File: config.mk
export PLATFORM = sky130hd
export DESIGN_NAME = emc_div
export DESIGN_NICKNAME = d
export VERILOG_FILES = /design/src/rtl/core/emc_pkg.sv /design/src/rtl/core/emc_div.sv
export SDC_FILE = /design/constraint.sdc
export NUM_CORES = 1
export LEC_CHECK = 0
export CAP_MARGIN = 20
export CORE_UTILIZATION = 30
export DETAILED_ROUTE_END_ITERATION = 6
export DONT_BUFFER_PORTS = 1
export PLACE_DENSITY_LB_ADDON = 0.05
export SYNTH_ARGS = -nofsm -noshare
export SYNTH_HDL_FRONTEND = slang
export SYNTH_SLANG_ARGS = --single-unit
File: constraint.sdc
create_clock -name clk -period 2.7 [get_ports clk]
set_input_delay 0.81 -clock clk [delete_from_list [all_inputs] [get_ports clk]]
set_output_delay 0.81 -clock clk [all_outputs]
set_load 0.005 [all_outputs]
File: src/rtl/core/emc_pkg.sv
// Shared constants for the energy counter power meter.
package emc_pkg;

	// Register defaults.
	localparam logic [31:0] MIN_INTERVAL_RST = 32'd100000;
	localparam logic [31:0] MAX_INTERVAL_RST = 32'd10000000;
	localparam logic [23:0] MAX_POWER_RST    = 24'd1000000;
	localparam logic [4:0]  WINDOW_LEN_RST   = 5'd10;

	// Configuration register indexes.
	localparam logic [1:0] CFG_MIN_INTERVAL = 2'd0;
	localparam logic [1:0] CFG_MAX_INTERVAL = 2'd1;
	localparam logic [1:0] CFG_MAX_POWER    = 2'd2;
	localparam logic [1:0] CFG_WINDOW_LEN   = 2'd3;

	// Parameter defaults.
	localparam int NUM_DOMAINS_DEF = 8;
	localparam int RING_DEPTH_DEF  = 16;

	// Shared divider widths.
	localparam int DIV_NW = 64;
	localparam int DIV_DW = 32;
	localparam int DIV_CW = $clog2(DIV_NW + 1);

	// Milliwatt scale of uJ/us.
	localparam logic [9:0] MW_SCALE = 10'd1000;

endpackage

File: src/rtl/core/emc_div.sv
// Iterative restoring divider, one quotient bit per cycle.
module emc_div import emc_pkg::*; (
	input  logic              clk,
	input  logic              arst_n,
	input  logic              start,
	input  logic [DIV_NW-1:0] dividend,
	input  logic [DIV_DW-1:0] divisor,
	output logic              busy,
	output logic              done,
	output logic [DIV_NW-1:0] quotient
);

	logic              busy_q, done_q;
	logic [DIV_CW-1:0] cnt_q;
	logic [DIV_DW:0]   rem_q;
	logic [DIV_NW-1:0] quo_q;
	logic [DIV_DW-1:0] dvs_q;
	logic [DIV_DW:0]   sh, diff;
	logic              ge;

	// One shift-subtract step.
	always_comb begin
		sh   = {rem_q[DIV_DW-1:0], quo_q[DIV_NW-1]};
		ge   = sh >= {1'b0, dvs_q};
		diff = sh - {1'b0, dvs_q};
	end

	// Control.
	always_ff @(posedge clk or negedge arst_n) begin
		if (!arst_n) begin
			busy_q <= 1'b0;
			done_q <= 1'b0;
			cnt_q  <= '0;
		end else begin
			done_q <= 1'b0;
			if (start) begin
				busy_q <= 1'b1;
				cnt_q  <= DIV_CW'(DIV_NW);
			end else if (busy_q) begin
				cnt_q <= cnt_q - 1'b1;
				if (cnt_q == DIV_CW'(1)) begin
					busy_q <= 1'b0;
					done_q <= 1'b1;
				end
			end
		end
	end

	// Datapath.
	always_ff @(posedge clk) begin
		if (start) begin
			quo_q <= dividend;
			rem_q <= '0;
			dvs_q <= divisor;
		end else if (busy_q) begin
			rem_q <= ge ? diff : sh;
			quo_q <= {quo_q[DIV_NW-2:0], ge};
		end
	end

	assign busy     = busy_q;
	assign done     = done_q;
	assign quotient = quo_q;

endmodule

==> flow_metrics.py <==
metrics = {
    "outcome": {
        "status": "finished, violations left",
        "violations": "negative setup slack",
    },
    "die": {
        "dieArea_sq_um": 25200,
        "fp-row-count": 56,
        "die_h_microns": 159,
        "dieWidth_microns": 159,
        "start_util_pct": 31.0,
        "io_pins": 165,
        "core_sq_um": 23800,
    },
    "sta": {
        "post-route-period-util_pct": 103,
        "drv_slew": 0,
        "finalCriticalPeriod_ns": 2.79,
        "tightest_slew_ns": 0.602,
        "relSlewSlack_pct": 59.7,
        "layout_setup_ws_ns": -0.0867,
        "max_freq_mhz": 359,
        "hold_slack_ns": 0.0838,
        "rsz0062_at_grt": "true",
        "skew_ns": 0.0115,
        "final-setup-viol-count": 5,
        "hold_viol": 0,
    },
    "synthesis": {
        "yosysSeqAreaShare_pct": 50.9,
        "synth_area_leaders": "edfxtp_1 (39%), mux2_2 (9.8%), dfxtp_1 (8.7%), ha_1 (5.8%), nand2_1 (3.3%)",
        "yosysMostFrequentCell": "edfxtp_1",
        "syn_nets": 810,
        "synth_area_sq_um": 7370,
        "yosysWarnings": 0,
        "netlist_instances": 676,
        "synth_top_cell_area_share_pct": 39.1,
        "synth_edf_count": 96,
        "synthArstFlopShare_pct": 6.57,
        "postSynthAreaPerCell_sq_um": 10.9,
        "ys_ff_latch": 137,
        "ys_types": 62,
        "synthTopCellsByCount": "edfxtp_1 (96), mux2_2 (64), nand2_1 (64), nor2_1 (59), inv_1 (42)",
        "yosysTopAreaCell": "edfxtp_1",
        "synth_flop_cell": "edfxtp_1",
    },
    "grt": {
        "grt_max_degree": 139,
        "grt_pass1_wl_mm": 31.6,
        "gr-total-overflow": 0,
        "grt_pass1_vias": 5943,
        "grt_util_all_layers_pct": 15.8,
        "antenna_found_initial": 0,
    },
    "cells_and_area": {
        "area_growth_pct": 32.7,
        "final_cells": 1116,
        "n_antenna_cell": 0,
        "final_nets": 919,
        "drive_gt1_share_pct": 37.9,
    },
    "clocking": {
        "cts.sinks": 137,
        "cts.htree.levels": 4,
        "clk_pin_slew_ns": 0.06,
        "cts_tree": "yes",
        "cts_buffers": 17,
        "root_buffer": "clkbuf_16",
        "insertion_delay_ns": 0.42,
        "cts_buffer_depth": 2,
        "hold_buffers": 0,
    },
    "drt": {
        "wl_per_cell_microns": 17.6,
        "drc_errors": 0,
        "drt-total-wl_mm": 19.7,
        "postRouteAntennaNets": 0,
        "drt-initial-drc-count": 243,
        "via_count": 5535,
        "routed_via_density": 4.96,
        "first_pass_iters": 4,
    },
    "power": {
        "ir_worst_vdd_uv": 365,
        "leakagePower_uw": 0.00394,
        "cellPowerDensity_nw_per_um2": 1010,
    },
    "setup_path": {
        "crit_path_cell_trace": "inv_2 > ha_4 > a21oi_4 > nor2_4 > o311a_4 > a311o_1 > o21ai_2 > and2_4 > buf_6 > o21ai_0 > a211oi_1 > a311oi_2",
        "worstReg2RegStart": "dvs_q[18]",
        "crit_required_ns": 2.99,
        "slowest_delay_ns": 0.39,
        "endpoint": "rem_q[28]",
        "reg2reg_depth": 12,
        "regToRegSetupSlack_ns": -0.09,
        "endpoint_kind": "flop",
        "timing.rr.end": "rem_q[28]",
        "cpMaxStageDelayCell": "edfxtp_1",
        "crit_type": "reg2reg",
        "worst_setup_path_start_kind": "flop",
        "cp-startpoint": "dvs_q[18]",
        "cp_max_fo": 5,
        "cp.arrival_ns": 3.08,
    },
    "hold_path": {
        "min_path_type": "in2async",
    },
    "place": {
        "place.gp.congestion": 0.803,
        "preCtsSetupSlack_ns": -0.460,
        "hpwl_mm": 13.2,
        "port_buffers": 0,
        "dp.cells": 1062,
    },
    "job": {
        "drv_cap": 0,
    },
}
routing by layer:
metal / part of all wire [%] / global-route usage (%) / vias to the layer above / wire length [microns]
met4: 1.2 / 3.66 / 0 / 232
li1: - / - / 2714 / -
met2: 48 / 26.2 / 154 / 9360
met3: 7.3 / 6.06 / 11 / 1430
met1: 44 / 19.0 / 2656 / 8670
met5: 0 / 0 / - / 0
per-stage QoR:
| stage | area [sq um] | total power [uW] | setup TNS [ns] | util [%] |
|---|---|---|---|---|
| detailed placement | 8420 | 6630 | -11.48 | 35.5 |
| CTS | 9390 | 9480 | -0.163 | 39.5 |
| floorplan | 7380 | 5170 | 0 | - |
| finish | 9770 | 9860 | -0.204 | 41.2 |
| global placement | 8420 | 6640 | -9.94 | 35.5 |
| global route | 9770 | 10500 | -2.69 | 41.2 |
flip-flops by register name, indices dropped and copies added (netlist names):
signal,count
quotient,64
dvs_q,32
rem_q,32
cnt_q,7
busy,1
done,1
worst max-delay path: cells and delay by family, from the launching register on:
family / cells / cell delay, ns
AOI/OAI and AO/OA: 7 / 1.57
adders and majority gates: 1 / 0.21
buffers and inverters: 2 / 0.20
DFF: 1 / 0.39
and+or+nand+nor: 2 / 0.30
repair_timing:
item	CTS	global route
endpoints found under the setup margin	33	32
setup buffers	8	14
gates resized for setup	69	40
cloned	0	1
pin swaps	24	16
worst min-delay path by stage:
stage | start | cells after the start | end | slack [ns]
after floorplan | rem_q[1] | 2 | rem_q[1] | 0.46
after global placement | rem_q[14] | 2 | rem_q[15] | 0.49
after detailed placement | rem_q[28] | 2 | rem_q[29] | 0.50
after CTS | arst_n | 0 | busy | 0.06
after global routing | arst_n | 0 | busy | 0.06
final | arst_n | 0 | busy | 0.08
logic make-up (layout without fill, tap and decap cells):
family          after synthesis  after routing  synth area share, %
fa+ha+maj                    35             35                 6.05
flops                       137            137                 50.9
mux                          67             67                 10.2
compound gates              142            142                 13.6
buf+inv                      80            201                 4.35
simple gates                190            190                 12.0
xor+xnor                     25             25                 2.97
final cells by class:
type	instances	area (sq um)
fillers	2257	14000
multi-input cells	459	3850
flip-flops and latches	137	3750
repair buffers	128	1050
clock buffers	17	425
well taps	319	399
inverters	42	158
clock inverters	14	141
cells in the final DEF, fill, tap and decap left out, types with 17 or more instances in the layout:
master,synthesis,layout
a21oi_1,29,21
a311oi_1,23,17
buf_4,1,117
clkbuf_16,0,18
dfxtp_1,32,32
edfxtp_1,96,96
ha_1,34,21
inv_1,42,36
mux2_2,64,64
nand2_1,64,61
nor2_1,59,56
report_power, final:
part	leakage, uW	total (uW)	switching [uW]	internal (uW)
Combinational	0.00230	4490	2110	2380
Sequential	0.00136	3060	344	2710
Clock	0.000271	2310	1020	1290
Total	0.00394	9860	3470	6390
No activity file was read; power rests on OpenSTA's default activity.
